**src/rtl/core/fpv_pkg.sv**
```systemverilog
// Package: shared types, constants and CRC byte-update functions for the prefix validator.
`timescale 1ns / 1ps
package fpv_pkg;

  localparam int unsigned CountW      = 17;
  localparam int unsigned PrefixBytes = 12;
  localparam int unsigned MagicBytes  = 4;
  localparam int unsigned HdrCrcSpan  = 6;
  localparam int unsigned BitsPerByte = 8;
  localparam logic [CountW-1:0] CountMax = {CountW{1'b1}};

  localparam logic [15:0] Crc16Init  = 16'hFFFF;
  localparam logic [15:0] Crc16Poly  = 16'h1021;
  localparam logic [31:0] Crc32cInit = 32'hFFFF_FFFF;
  localparam logic [31:0] Crc32cPoly = 32'h82F6_3B78;
  localparam logic [31:0] Crc32cXor  = 32'hFFFF_FFFF;

  typedef enum logic [2:0] {
    ST_OK       = 3'd0,
    ST_BAD_MAGIC = 3'd1,
    ST_BAD_HCRC = 3'd2,
    ST_LEN_OOB  = 3'd3,
    ST_BAD_BCRC = 3'd4
  } status_e;

  typedef enum logic [2:0] {
    K_SKIP  = 3'd0,
    K_MAGIC = 3'd1,
    K_LEN   = 3'd2,
    K_HCRC  = 3'd3,
    K_BCRC  = 3'd4,
    K_BODY  = 3'd5
  } kind_e;

  typedef struct packed {
    logic [7:0] data;
    kind_e      kind;
    logic [1:0] idx;
    logic       is_end;
    logic       short_frame;
    logic       len_oob;
  } cmd_t;

  function automatic logic [15:0] crc16_byte(logic [15:0] crc_in, logic [7:0] b);
    logic [15:0] c;
    c = crc_in ^ {b, 8'h00};
    for (int i = 0; i < BitsPerByte; i++) begin
      if (c[15]) begin
        c = {c[14:0], 1'b0} ^ Crc16Poly;
      end else begin
        c = {c[14:0], 1'b0};
      end
    end
    return c;
  endfunction

  function automatic logic [31:0] crc32c_byte(logic [31:0] crc_in, logic [7:0] b);
    logic [31:0] c;
    c = crc_in ^ {24'h0, b};
    for (int i = 0; i < BitsPerByte; i++) begin
      if (c[0]) begin
        c = {1'b0, c[31:1]} ^ Crc32cPoly;
      end else begin
        c = {1'b0, c[31:1]};
      end
    end
    return c;
  endfunction

endpackage

```
**src/rtl/core/frame_prefix_validator_core.sv**
```systemverilog
// Top level: datagram prefix validator (magic, header CRC-16, length, body CRC-32C).
//
// Input stream s_axis: one datagram byte per word in tdata, tlast marks the final
// byte, tuser set means an empty end marker that carries no byte and closes the
// datagram. Output stream m_axis: one verdict word per datagram, tdata holds
// status, body length and body start. Byte-per-cycle throughput: one input word
// is taken every cycle while the two-entry queue is not full.
// The verdict word for a datagram reaches m_axis from the queue write of its final
// input word, then the back end's check into its output register; CRC updates are
// one byte per cycle in fixed logic while the back end pops queued words.
// The output register frees a slot in the same cycle it is taken, so a verdict
// being taken does not block a new one. When m_axis_tready stays low, the back end
// stops at the next end-of-datagram word, the queue fills and s_axis_tready drops.
// Reset clears frame state, the queue and the output valid; magic_word resets to
// 0. cfg_we_i writes magic_word (byte zero in bits 7:0); write only while idle.
`timescale 1ns / 1ps
module frame_prefix_validator_core import fpv_pkg::*; (
  input  logic        clk_i,
  input  logic        rst_ni,
  input  logic        cfg_we_i,
  input  logic [31:0] cfg_wdata_i,
  input  logic        s_axis_tvalid,
  output logic        s_axis_tready,
  input  logic [7:0]  s_axis_tdata,   // [7:0] data_byte
  input  logic        s_axis_tlast,   // last_byte
  input  logic        s_axis_tuser,   // empty_datagram
  output logic        m_axis_tvalid,
  input  logic        m_axis_tready,
  output logic [23:0] m_axis_tdata    // [2:0] status, [18:3] body_length, [22:19] body_start
);

  logic [31:0] magic_q;
  cmd_t        front_cmd, head_cmd;
  logic        q_full, q_valid, q_pop, push;
  logic [2:0]  o_status;
  logic [15:0] o_len;
  logic [3:0]  o_start;

  always_ff @(posedge clk_i or negedge rst_ni) begin
    if (!rst_ni) begin
      magic_q <= '0;
    end else if (cfg_we_i) begin
      magic_q <= cfg_wdata_i;
    end
  end

  assign s_axis_tready = !q_full;
  assign push          = s_axis_tvalid && !q_full;

  fpv_front u_front (
    .clk_i      (clk_i),
    .rst_ni     (rst_ni),
    .in_valid_i (s_axis_tvalid),
    .in_ready_i (s_axis_tready),
    .in_data_i  (s_axis_tdata),
    .in_last_i  (s_axis_tlast),
    .in_empty_i (s_axis_tuser),
    .cmd_o      (front_cmd)
  );

  fpv_queue u_queue (
    .clk_i      (clk_i),
    .rst_ni     (rst_ni),
    .push_i     (push),
    .push_cmd_i (front_cmd),
    .pop_i      (q_pop),
    .full_o     (q_full),
    .valid_o    (q_valid),
    .head_o     (head_cmd)
  );

  fpv_back u_back (
    .clk_i        (clk_i),
    .rst_ni       (rst_ni),
    .magic_i      (magic_q),
    .cmd_valid_i  (q_valid),
    .cmd_i        (head_cmd),
    .pop_o        (q_pop),
    .out_valid_o  (m_axis_tvalid),
    .out_ready_i  (m_axis_tready),
    .out_status_o (o_status),
    .out_len_o    (o_len),
    .out_start_o  (o_start)
  );

  assign m_axis_tdata = {1'b0, o_start, o_len, o_status};

endmodule

```
**src/rtl/core/fpv_front.sv**
```systemverilog
// Front end: accepts bytes, tracks position and length, tags each word for the back end.
`timescale 1ns / 1ps
module fpv_front import fpv_pkg::*; (
  input  logic       clk_i,
  input  logic       rst_ni,
  input  logic       in_valid_i,
  input  logic       in_ready_i,
  input  logic [7:0] in_data_i,
  input  logic       in_last_i,
  input  logic       in_empty_i,
  output cmd_t       cmd_o
);

  logic [CountW-1:0] cnt_q, cnt_d;
  logic [15:0]       len_q, len_d;
  logic [CountW-1:0] cnt_inc, cnt_after, len_end;
  logic              take, fin;

  assign take    = in_valid_i && in_ready_i;
  assign fin     = in_empty_i || in_last_i;
  assign cnt_inc = (cnt_q == CountMax) ? cnt_q : cnt_q + CountW'(1);

  always_comb begin
    len_d = len_q;
    if (!in_empty_i && cnt_q == CountW'(MagicBytes)) begin
      len_d = {len_q[15:8], in_data_i};
    end else if (!in_empty_i && cnt_q == CountW'(MagicBytes + 1)) begin
      len_d = {in_data_i, len_q[7:0]};
    end
  end

  assign cnt_after = in_empty_i ? cnt_q : cnt_inc;
  assign len_end   = {1'b0, len_d} + CountW'(PrefixBytes);

  always_comb begin
    cmd_o             = '0;
    cmd_o.data        = in_data_i;
    cmd_o.kind        = K_SKIP;
    cmd_o.idx         = cnt_q[1:0];
    cmd_o.is_end      = fin;
    cmd_o.short_frame = cnt_after < CountW'(PrefixBytes);
    cmd_o.len_oob     = len_end > cnt_after;
    if (!in_empty_i) begin
      if (cnt_q < CountW'(MagicBytes)) begin
        cmd_o.kind = K_MAGIC;
      end else if (cnt_q < CountW'(HdrCrcSpan)) begin
        cmd_o.kind = K_LEN;
        cmd_o.idx  = {1'b0, cnt_q[0]};
      end else if (cnt_q < CountW'(8)) begin
        cmd_o.kind = K_HCRC;
        cmd_o.idx  = {1'b0, cnt_q[0]};
      end else if (cnt_q < CountW'(PrefixBytes)) begin
        cmd_o.kind = K_BCRC;
      end else if (cnt_q < {1'b0, len_q} + CountW'(PrefixBytes)) begin
        cmd_o.kind = K_BODY;
      end
    end
  end

  always_comb begin
    cnt_d = cnt_q;
    if (take) begin
      cnt_d = fin ? '0 : cnt_inc;
    end
  end

  always_ff @(posedge clk_i or negedge rst_ni) begin
    if (!rst_ni) begin
      cnt_q <= '0;
      len_q <= '0;
    end else begin
      cnt_q <= cnt_d;
      if (take) begin
        len_q <= fin ? '0 : len_d;
      end
    end
  end

endmodule

```
**src/rtl/core/fpv_queue.sv**
```systemverilog
// Two-entry queue between the front and back ends.
`timescale 1ns / 1ps
module fpv_queue import fpv_pkg::*; (
  input  logic clk_i,
  input  logic rst_ni,
  input  logic push_i,
  input  cmd_t push_cmd_i,
  input  logic pop_i,
  output logic full_o,
  output logic valid_o,
  output cmd_t head_o
);

  cmd_t       mem_q [2];
  logic       wr_ptr_q, rd_ptr_q;
  logic [1:0] fill_q;

  assign full_o  = fill_q == 2'd2;
  assign valid_o = fill_q != 2'd0;
  assign head_o  = mem_q[rd_ptr_q];

  always_ff @(posedge clk_i) begin
    if (push_i) begin
      mem_q[wr_ptr_q] <= push_cmd_i;
    end
  end

  always_ff @(posedge clk_i or negedge rst_ni) begin
    if (!rst_ni) begin
      wr_ptr_q <= 1'b0;
      rd_ptr_q <= 1'b0;
      fill_q   <= 2'd0;
    end else begin
      if (push_i) wr_ptr_q <= ~wr_ptr_q;
      if (pop_i)  rd_ptr_q <= ~rd_ptr_q;
      if (push_i && !pop_i) begin
        fill_q <= fill_q + 2'd1;
      end else if (pop_i && !push_i) begin
        fill_q <= fill_q - 2'd1;
      end
    end
  end

endmodule

```
**src/rtl/core/fpv_back.sv**
```systemverilog
// Back end: runs the magic, CRC and length checks and holds the verdict output register.
`timescale 1ns / 1ps
module fpv_back import fpv_pkg::*; (
  input  logic        clk_i,
  input  logic        rst_ni,
  input  logic [31:0] magic_i,
  input  logic        cmd_valid_i,
  input  cmd_t        cmd_i,
  output logic        pop_o,
  output logic        out_valid_o,
  input  logic        out_ready_i,
  output logic [2:0]  out_status_o,
  output logic [15:0] out_len_o,
  output logic [3:0]  out_start_o
);

  logic        magic_ok_q, magic_ok_d;
  logic [15:0] len_q, len_d;
  logic [15:0] hfield_q, hfield_d;
  logic [31:0] bfield_q, bfield_d;
  logic [15:0] hcrc_q, hcrc_d;
  logic [31:0] bcrc_q, bcrc_d;
  logic [7:0]  exp_byte;
  logic        slot_free;
  status_e     verdict;

  logic        out_valid_q;
  status_e     status_q;
  logic [15:0] olen_q;
  logic [3:0]  ostart_q;

  assign slot_free = !out_valid_q || out_ready_i;
  assign pop_o     = cmd_valid_i && (!cmd_i.is_end || slot_free);
  assign exp_byte  = magic_i[8*cmd_i.idx +: 8];

  always_comb begin
    magic_ok_d = magic_ok_q;
    len_d      = len_q;
    hfield_d   = hfield_q;
    bfield_d   = bfield_q;
    hcrc_d     = hcrc_q;
    bcrc_d     = bcrc_q;
    case (cmd_i.kind)
      K_MAGIC: begin
        if (cmd_i.data != exp_byte) magic_ok_d = 1'b0;
        hcrc_d = crc16_byte(hcrc_q, cmd_i.data);
      end
      K_LEN: begin
        if (cmd_i.idx[0]) len_d = {cmd_i.data, len_q[7:0]};
        else              len_d = {len_q[15:8], cmd_i.data};
        hcrc_d = crc16_byte(hcrc_q, cmd_i.data);
      end
      K_HCRC: begin
        if (cmd_i.idx[0]) hfield_d = {cmd_i.data, hfield_q[7:0]};
        else              hfield_d = {hfield_q[15:8], cmd_i.data};
      end
      K_BCRC: bfield_d[8*cmd_i.idx +: 8] = cmd_i.data;
      K_BODY: bcrc_d = crc32c_byte(bcrc_q, cmd_i.data);
      default: ;
    endcase
  end

  always_comb begin
    if (cmd_i.short_frame || !magic_ok_d) begin
      verdict = ST_BAD_MAGIC;
    end else if (hcrc_d != hfield_d) begin
      verdict = ST_BAD_HCRC;
    end else if (cmd_i.len_oob) begin
      verdict = ST_LEN_OOB;
    end else if ((bcrc_d ^ Crc32cXor) != bfield_d) begin
      verdict = ST_BAD_BCRC;
    end else begin
      verdict = ST_OK;
    end
  end

  always_ff @(posedge clk_i or negedge rst_ni) begin
    if (!rst_ni) begin
      magic_ok_q  <= 1'b1;
      len_q       <= '0;
      hfield_q    <= '0;
      bfield_q    <= '0;
      hcrc_q      <= Crc16Init;
      bcrc_q      <= Crc32cInit;
      out_valid_q <= 1'b0;
    end else begin
      if (out_valid_q && out_ready_i) out_valid_q <= 1'b0;
      if (pop_o) begin
        if (cmd_i.is_end) begin
          magic_ok_q  <= 1'b1;
          len_q       <= '0;
          hfield_q    <= '0;
          bfield_q    <= '0;
          hcrc_q      <= Crc16Init;
          bcrc_q      <= Crc32cInit;
          out_valid_q <= 1'b1;
        end else begin
          magic_ok_q <= magic_ok_d;
          len_q      <= len_d;
          hfield_q   <= hfield_d;
          bfield_q   <= bfield_d;
          hcrc_q     <= hcrc_d;
          bcrc_q     <= bcrc_d;
        end
      end
    end
  end

  always_ff @(posedge clk_i) begin
    if (pop_o && cmd_i.is_end) begin
      status_q <= verdict;
      olen_q   <= (verdict == ST_OK) ? len_d : 16'd0;
      ostart_q <= (verdict == ST_OK) ? 4'(PrefixBytes) : 4'd0;
    end
  end

  assign out_valid_o  = out_valid_q;
  assign out_status_o = status_q;
  assign out_len_o    = olen_q;
  assign out_start_o  = ostart_q;

endmodule

```
**config.mk**
```make
export PLATFORM = sky130hd
export DESIGN_NAME = frame_prefix_validator_core
export DESIGN_NICKNAME = d
export VERILOG_FILES = /design/src/rtl/core/fpv_pkg.sv /design/src/rtl/core/frame_prefix_validator_core.sv /design/src/rtl/core/fpv_front.sv /design/src/rtl/core/fpv_queue.sv /design/src/rtl/core/fpv_back.sv
export SDC_FILE = /design/constraint.sdc
export NUM_CORES = 1
export LEC_CHECK = 0
export ABC_CLOCK_PERIOD_IN_PS = 11000
export BUFFER_PORTS_ARGS = -buffer_cell sky130_fd_sc_hd__buf_2
export CAP_MARGIN = 10
export CORE_MARGIN = 5
export CORE_UTILIZATION = 52
export CTS_CLUSTER_DIAMETER = 80
export CTS_CLUSTER_SIZE = 12
export DETAILED_ROUTE_END_ITERATION = 16
export HOLD_SLACK_MARGIN = 0.1
export PLACE_DENSITY = 0.73
export SYNTH_ARGS = -nofsm -noshare
export SYNTH_HDL_FRONTEND = slang
export SYNTH_SLANG_ARGS = --single-unit
```
**constraint.sdc**
```tcl
create_clock -name clk_i -period 11 [get_ports clk_i]
set_clock_uncertainty 0.05 [all_clocks]
set_input_delay 1.1 -clock clk_i [delete_from_list [all_inputs] [get_ports clk_i]]
set_output_delay 1.1 -clock clk_i [all_outputs]
set_load 0.01 [all_outputs]
```
=== Word-level counts from Yosys, hierarchy flattened ===
Memories as Yosys holds them, arrays and structs flattened.
Index checks and enable logic that the tools add are counted.
W data, S select, Z words.

* Add/sub/neg operators: 6
* Multipliers: 0
* Divide/modulo/power cells: 0
* Order comparisons: 7
* Equal/unequal tests: 12
* Shift operators: 3
* Muxes and demuxes: 86
* Bitwise operators: 28
* Reduce and logical (&&, ||, !) cells: 22

{| class="wikitable"
|+ Operator list
! operator !! count
|-
| $mux W32 || 19
|-
| $mux W16 || 24
|-
| $mux W13 || 15
|-
| $not A16 Y17 || 8
|-
| $lt A17 B4 Y1 const B || 3
|-
| $mux W17 || 3
|-
| $not A3 Y3 || 15
|-
| $add A16 B4 Y17 const B || 2
|-
| $eq A17 B3 Y1 const B || 2
|-
| $lt A17 B3 Y1 const B || 2
|-
| $neg A5 Y34 || 1
|-
| $shift A8 B34 Y32 const A || 1
|-
| $shiftx A8 B34 Y32 || 1
|-
| $bwmux W32 || 1
|-
| $ne A32 B32 Y1 || 1
|-
| $not A32 Y32 || 1
|-
| $pmux W16 S2 || 1
|-
| $shiftx A32 B6 Y8 || 1
|-
| $xor A32 B8 Y32 || 1
|-
| $mux W3 || 8
|-
| $add A17 B1 Y17 const B || 1
|-
| $eq A17 B17 Y1 const B || 1
|-
| $gt A17 B17 Y1 || 1
|-
| $lt A17 B17 Y1 || 1
|-
| 19 further kinds || 50
|}

* Register bits after elaboration: 206
* Latch bits: 0
* Bits in writable memories: 32
* Bits in read-only memories: 0
* Input bits: 47
* Output and inout port bits: 26
* Word-level logic and storage cells: 181
* Memories kept: 1

{| class="wikitable"
|+ Memories
! memory !! words !! width !! rd ports !! clocked after memory_dff !! write ports !! RTL line !! RTL
|-
| u_queue.mem_q || 2 || 16 || 1 || 0 || 1 || fpv_queue.sv:14 || <nowiki>cmd_t mem_q [2];</nowiki>
|}

=== Depth between registers and ports, before layout ===
An unclocked memory read counts as a cell.

* Word-level depth: 34
* Depth in mapped cells: 20
* Depth with buffers taken out: 19

=== Hierarchy ===
From an unflattened synthesis, not the netlist that was laid out.

* Cells, all modules: 1561
* Area total of the unflattened synthesis: 16270.6 sq um

{| class="wikitable"
|+ Modules (own cells, without submodules)
! module !! times used !! cells each !! area each (sq um) !! sequential area each (sq um)
|-
| fpv_back || 1 || 966 || 9738.1 || 3514.6
|-
| fpv_front || 1 || 457 || 3771.1 || 825.8
|-
| fpv_queue || 1 || 66 || 1395.1 || 1061.0
|-
| frame_prefix_validator_core || 1 || 72 || 1366.3 || 800.8
|}

=== Least setup slack after synthesis ===
Ideal clock, no wire load.

* Path type: reg-to-reg
* From: reg u_front.cnt_q[4]
* To: mem u_queue.mem_q[0][0] (netlist name), data pin
* Library setup time: 0.264 ns
* Arrival time: 4.539 ns
* Data required time: 10.686 ns
* Setup slack: 6.148 ns
* Stages on the path, launching flop included: 20
* Path buffers: 2
* Clock period less this slack: 4.852 ns
* Cell sequence: dfrtp_1 clkbuf_1 or4_1 nor3_1 nand3_1 nor4_2 clkbuf_1 mux2i_1 ha_1 nor4_1 and3b_1 nand2_1 xor2_1 ha_1 a21o_1 a21o_1 a21oi_1 o21ai_0 a21oi_1 a21oi_1

{| class="wikitable"
|+ RTL lines
! element !! RTL line !! RTL
|-
| from (decl) || fpv_front.sv:14 || <nowiki>logic [CountW-1:0] cnt_q, cnt_d;</nowiki>
|-
| from (signal assigned) || fpv_front.sv:72 || <nowiki>cnt_q <= cnt_d;</nowiki>
|-
| to (decl) || fpv_queue.sv:14 ||
|}

=== Worst setup path after layout ===
* From: reg u_queue.rd_ptr_q
* To: reg u_back.olen_q[0], in the netlist u_back.out_len_o[0], data pin

* Word-level cells in the longest chain between the ends: 30
* Elaborated cells between the ends (all ways): 98
* Those cells by class: add/sub (1); eq/ne (8); shift (3); mux (58); bitwise (24); reduce/logical (3); memory (1)

{| class="wikitable"
|+ RTL lines
! element !! RTL line !! RTL
|-
| from (decl) || fpv_queue.sv:15 || <nowiki>logic wr_ptr_q, rd_ptr_q;</nowiki>
|-
| from (signal assigned) || fpv_queue.sv:35 || <nowiki>if (pop_i) rd_ptr_q <= ~rd_ptr_q;</nowiki>
|-
| $mem_v2 Z2 W16 * || -- ||
|-
| $xor A32 B8 Y32 || fpv_pkg.sv:59 || <nowiki>c = crc_in ^ {24'h0, b};</nowiki>
|-
| $mux W32 || fpv_pkg.sv:61 || <nowiki>if (c[0]) begin</nowiki>
|-
| $mux W32 || fpv_back.sv:43 || <nowiki>case (cmd_i.kind)</nowiki>
|-
| $not A16 Y17 (no line) / $mux W32 (equally long branches) || -- ||
|-
| $mux W32, on equally long branches || fpv_pkg.sv:61, fpv_back.sv:43 ||
|-
| $mux W32 / $not A16 Y17 (equally long branches) (2 in a row) || -- ||
|-
| $mux W32, on equally long branches || fpv_back.sv:43, fpv_pkg.sv:61 ||
|-
| [13 not listed] || -- ||
|-
| $mux W32 || fpv_back.sv:43 ||
|-
| $not A32 Y32 (no line) || -- ||
|-
| $ne A32 B32 Y1 || fpv_back.sv:70 || <nowiki>end else if ((bcrc_d ^ Crc32cXor) != bfield_d) begin</nowiki>
|-
| $mux W3 || fpv_back.sv:70 ||
|-
| $mux W3 || fpv_back.sv:68 || <nowiki>end else if (cmd_i.len_oob) begin</nowiki>
|-
| $mux W3 || fpv_back.sv:66 || <nowiki>end else if (hcrc_d != hfield_d) begin</nowiki>
|-
| $mux W3 || fpv_back.sv:64 || <nowiki>if (cmd_i.short_frame || !magic_ok_d) begin</nowiki>
|-
| $logic_not A3 Y1 || fpv_back.sv:112 || <nowiki>olen_q <= (verdict == ST_OK) ? len_d : 16'd0;</nowiki>
|-
| to (signal assigned) || fpv_back.sv:112 ||
|-
| to (decl) || fpv_back.sv:29 || <nowiki>logic [15:0] olen_q;</nowiki>
|}

Mark *: on every way between the ends. The rest lies on a longest branch, timed or not. The select of a mux whose other input is x is not followed.
A chain may end at the register's enable or synchronous reset.

==> results.json <==
{
  "p_leak_nw": 6.54,
  "ctsResizeCount": 0,
  "tritoncts": "built",
  "timing.fmax_mhz": 159,
  "cpLargestDelayFamily": "compound AO/OA/AOI/OAI gates",
  "maxUsedRoutingLayer": "met5",
  "hold_viol_final": 0,
  "area_delta_synth_final_pct": 9.41,
  "routed_wl_um": 39600,
  "synth_seq_cells": 235,
  "yosys.area.top_type": "dfrtp_1",
  "die_w_um": 179,
  "cp-end-kind": "register",
  "h-tree-depth": 1,
  "placeableCoreArea_um2": 28500,
  "synth_edf_count": 52,
  "path_cells": "mux2i_1, clkinv_1, ha_1, o21ai_1, mux2i_1, xnor2_1, nand2_1, a2111oi_0, o221ai_1, nor4_1, nand4_1, or2_1, a211oi_1",
  "ys.flop_type": "dfrtp_1",
  "comb_power_share_pct": 58.9,
  "die_area_um2": 32100,
  "critPathArrivalTime_ns": 6.58,
  "reg2reg_from": "u_queue.rd_ptr_q$_DFFE_PN0P_",
  "nets": 1622,
  "critPathSlowestCell": "dfrtp_2",
  "syn-cell-area_um2": 14900,
  "powerDensity_nw_per_um2": 303,
  "r2r_cells": 13,
  "wire_per_inst_um": 20.5,
  "cp.required_ns": 11.30,
  "wl_met2_um": 18500,
  "synth_top_area_share_pct": 22.5,
  "gp_congestion": 0.986,
  "fp-row-count": 62,
  "relSlewSlack_pct": 20.0,
  "postCtsSetupBuffers": 0,
  "cp-start-kind": "register",
  "met3_wirelength_um": 2820,
  "antenna_found_initial": 1,
  "cts.sinks": 235,
  "holdBufCountCts": 0,
  "fin_setup_tns_ns": 0,
  "dp_hpwl_um": 28400,
  "switching_share_pct": 45.2,
  "drt-met1-wl_um": 17300,
  "synth_seq_area_share_pct": 41.6,
  "tightest_slew_ns": 1.20,
  "syn_inst": 1489,
  "hp-start": "u_back.hfield_q[14]$_DFFE_PN0P_",
  "yosys_warnings": 0,
  "finalInstanceArea_um2": 16300,
  "synth_area_per_cell_um2": 10.0,
  "min_path_cells": 2,
  "drc": 0,
  "post-route-util_pct": 57.3,
  "vias": 11500,
  "p_int_mw": 2.71,
  "maxCapViolations": 0,
  "fillerInstances": 2474,
  "cp_num_buf_inv": 1,
  "pwr-share-seq_pct": 25.8,
  "synth.distinct_cells": 79,
  "dr.pass1.iters": 5,
  "pre_cts_ws_ns": 4.78,
  "r2r-end": "u_back.out_len_o[0]$_SDFFCE_PN0P_",
  "cp.depth": 13,
  "grt_util_all_layers_pct": 24.7,
  "drtIter0Drc": 896,
  "grt_max_degree": 109,
  "p_sw_mw": 2.24,
  "start_util_pct": 52.3,
  "placed_area_um2": 15600,
  "clk_pin_slew_worst_paths_ns": 0.06,
  "critPathMaxFanout": 29,
  "worst_slack_ns": 4.72,
  "regToRegSetupSlack_ns": 4.72,
  "hold_end": "u_back.hfield_q[14]$_DFFE_PN0P_",
  "worstSkewPairLatency_ns": 0.54,
  "worstHoldPathType": "reg -> reg",
  "io_pins": 73,
  "cts.path.max_buffers": 3,
  "rsz0062_at_grt": "false",
  "port_buffers": 69,
  "worst_path_most_repeated_cell": "mux2i_1",
  "grt-ovfl-total": 0,
  "fin_crit_sh_pct": 57.1,
  "worstSetupPathType": "reg -> reg",
  "drv_slew": 0,
  "fin_crit_ns": 6.28,
  "peakVddDrop_mv": 0.192,
  "status": "completed",
  "clockPowerShare_pct": 15.3,
  "synth-async-reset-ratio_pct": 77.9,
  "cts_root_buf": "clkbuf_16",
  "grt_pass1_wl_um": 62500,
  "vias_per_cell": 5.96,
  "die_h_um": 179,
  "slowest_delay_ns": 0.99,
  "cts_buffers": 24,
  "drive_gt1_share_pct": 17.0,
  "ant_nets": 0,
  "synthTopCellsByArea": "dfrtp_1, edfxtp_1, dfstp_2",
  "setup-violations-final": 0,
  "grt_pass1_vias": 11100
}
==> synthesized netlist by cell type, types with 11 or more instances <==
cell	n
a21oi_1	66
mux2i_1	32
o22a_1	14
dfstp_2	49
inv_1	21
dfrtp_1	134
nand3_1	25
a22o_1	15
xnor2_4	11
xnor2_1	135
mux2_2	42
clkbuf_1	60
and3_1	27
xnor3_1	11
nand2b_1	12
a21o_1	13
nor3_1	24
o21ai_0	134
edfxtp_1	52
xor2_1	60
ha_1	43
a22oi_1	12
a31oi_1	18
nand2_1	185
nor2_1	111
nand4_1	15
o31ai_1	13
==> cell families after synthesis <==
family / synth area share, %
xor+xnor: 16.2
flops: 41.6
mux: 6.57
other cells: 0.0252
fa+ha+maj: 3.61
simple gates: 13.3
buf+inv: 2.88
compound gates: 15.8
==> flip-flops by register name, indices dropped and copies added, names as in the netlist, 3 cells and up <==
register and flops:
u_front.len_q 16, u_queue.mem_q 32, u_back.hcrc_q 16, u_front.cnt_q 17
u_back.bfield_q 32, u_back.out_status_o 3, u_back.len_q 16, magic_q 32
u_back.bcrc_q 32, u_back.hfield_q 16, u_back.out_len_o 16
==> routing by layer <==
metal  track usage (%)  vias to the layer above
met4              6.13                        2
li1                  -                     5402
met3              3.69                       71
met5             0.160                        -
met2              39.8                      432
met1              35.4                     5625
==> power by group through the flow <==
| stage | Sequential, mW | Clock [mW] | Combinational, mW |
|---|---|---|---|
| after global routing | 1.30 | 0.812 | 3.09 |
| after global placement | 1.28 | 0 | 2.86 |
| after floorplan | 1.23 | 0 | 2.18 |
| after detailed placement | 1.29 | 0 | 2.86 |
| final | 1.28 | 0.758 | 2.91 |
| after CTS | 1.28 | 0.775 | 2.88 |
==> tightest hold or removal path: cells and delay by family, from the launching register on <==
kind | cells | cell delay, ns
simple gates | 1 | 0.04
compound gates | 1 | 0.06
flops | 1 | 0.34
==> cells in the final DEF, fill, tap and decap left out, drive strengths merged, types with 12 or more instances in the layout <==
| master | Yosys | final |
|---|---|---|
| nand2 | 185 | 185 |
| ha | 43 | 43 |
| edfxtp | 52 | 52 |
| dfstp | 49 | 49 |
| o21ai | 144 | 144 |
| o22a | 14 | 14 |
| a31oi | 18 | 18 |
| a21o | 13 | 13 |
| dfrtp | 134 | 134 |
| o31ai | 13 | 13 |
| clkbuf | 61 | 41 |
| mux2i | 41 | 41 |
| a22oi | 12 | 12 |
| mux2 | 42 | 42 |
| buf | 16 | 91 |
| and3 | 27 | 27 |
| xor2 | 61 | 61 |
| inv | 22 | 24 |
| xnor2 | 152 | 152 |
| a22o | 15 | 15 |
| nand3 | 25 | 25 |
| nand2b | 12 | 12 |
| nor3 | 24 | 24 |
| a21oi | 66 | 66 |
| nor2 | 111 | 111 |
| a211oi | 20 | 20 |
| nand4 | 15 | 15 |
==> stage by stage <==
step / hold WS, ns / instances / total power, mW
floorplan: 0.395 / 1491 / 3.41
global placement: 0.405 / 1889 / 4.14
detailed placement: 0.416 / 1889 / 4.15
CTS: 0.431 / 1933 / 4.93
global route: 0.452 / 1934 / 5.20
finish: 0.430 / 1935 / 4.95
==> final cells by class <==
cell class / instances / area (µm²) / share of cell area (%)
clock inverter: 4 / 36.3 / 0.223
tap: 384 / 480 / 2.95
antenna: 1 / 2.50 / 0.0153
inverter: 23 / 86.3 / 0.530
sequential: 235 / 6200 / 38.1
clock buffer: 40 / 661 / 4.05
timing repair buffer: 92 / 527 / 3.23
multi-input combinational: 1156 / 8310 / 51.0
==> worst max-delay path by stage <==
| stage | start | to | slack (ns) |
|---|---|---|---|
| global route | u_queue.rd_ptr_q$_DFFE_PN0P_ | u_back.out_len_o[1]$_SDFFCE_PN0P_ | 4.09 |
| CTS | u_queue.rd_ptr_q$_DFFE_PN0P_ | u_back.out_len_o[15]$_SDFFCE_PN0P_ | 4.75 |
| global placement | u_queue.rd_ptr_q$_DFFE_PN0P_ | u_back.out_len_o[3]$_SDFFCE_PN0P_ | 4.94 |
| detailed placement | u_queue.rd_ptr_q$_DFFE_PN0P_ | u_back.out_len_o[15]$_SDFFCE_PN0P_ | 4.78 |
| floorplan | u_front.cnt_q[4]$_DFFE_PN0P_ | u_queue.mem_q[0][0]$_DFFE_PP_ | 6.15 |
| finish | u_queue.rd_ptr_q$_DFFE_PN0P_ | u_back.out_len_o[0]$_SDFFCE_PN0P_ | 4.72 |
(Power assumes the default switching activity.)
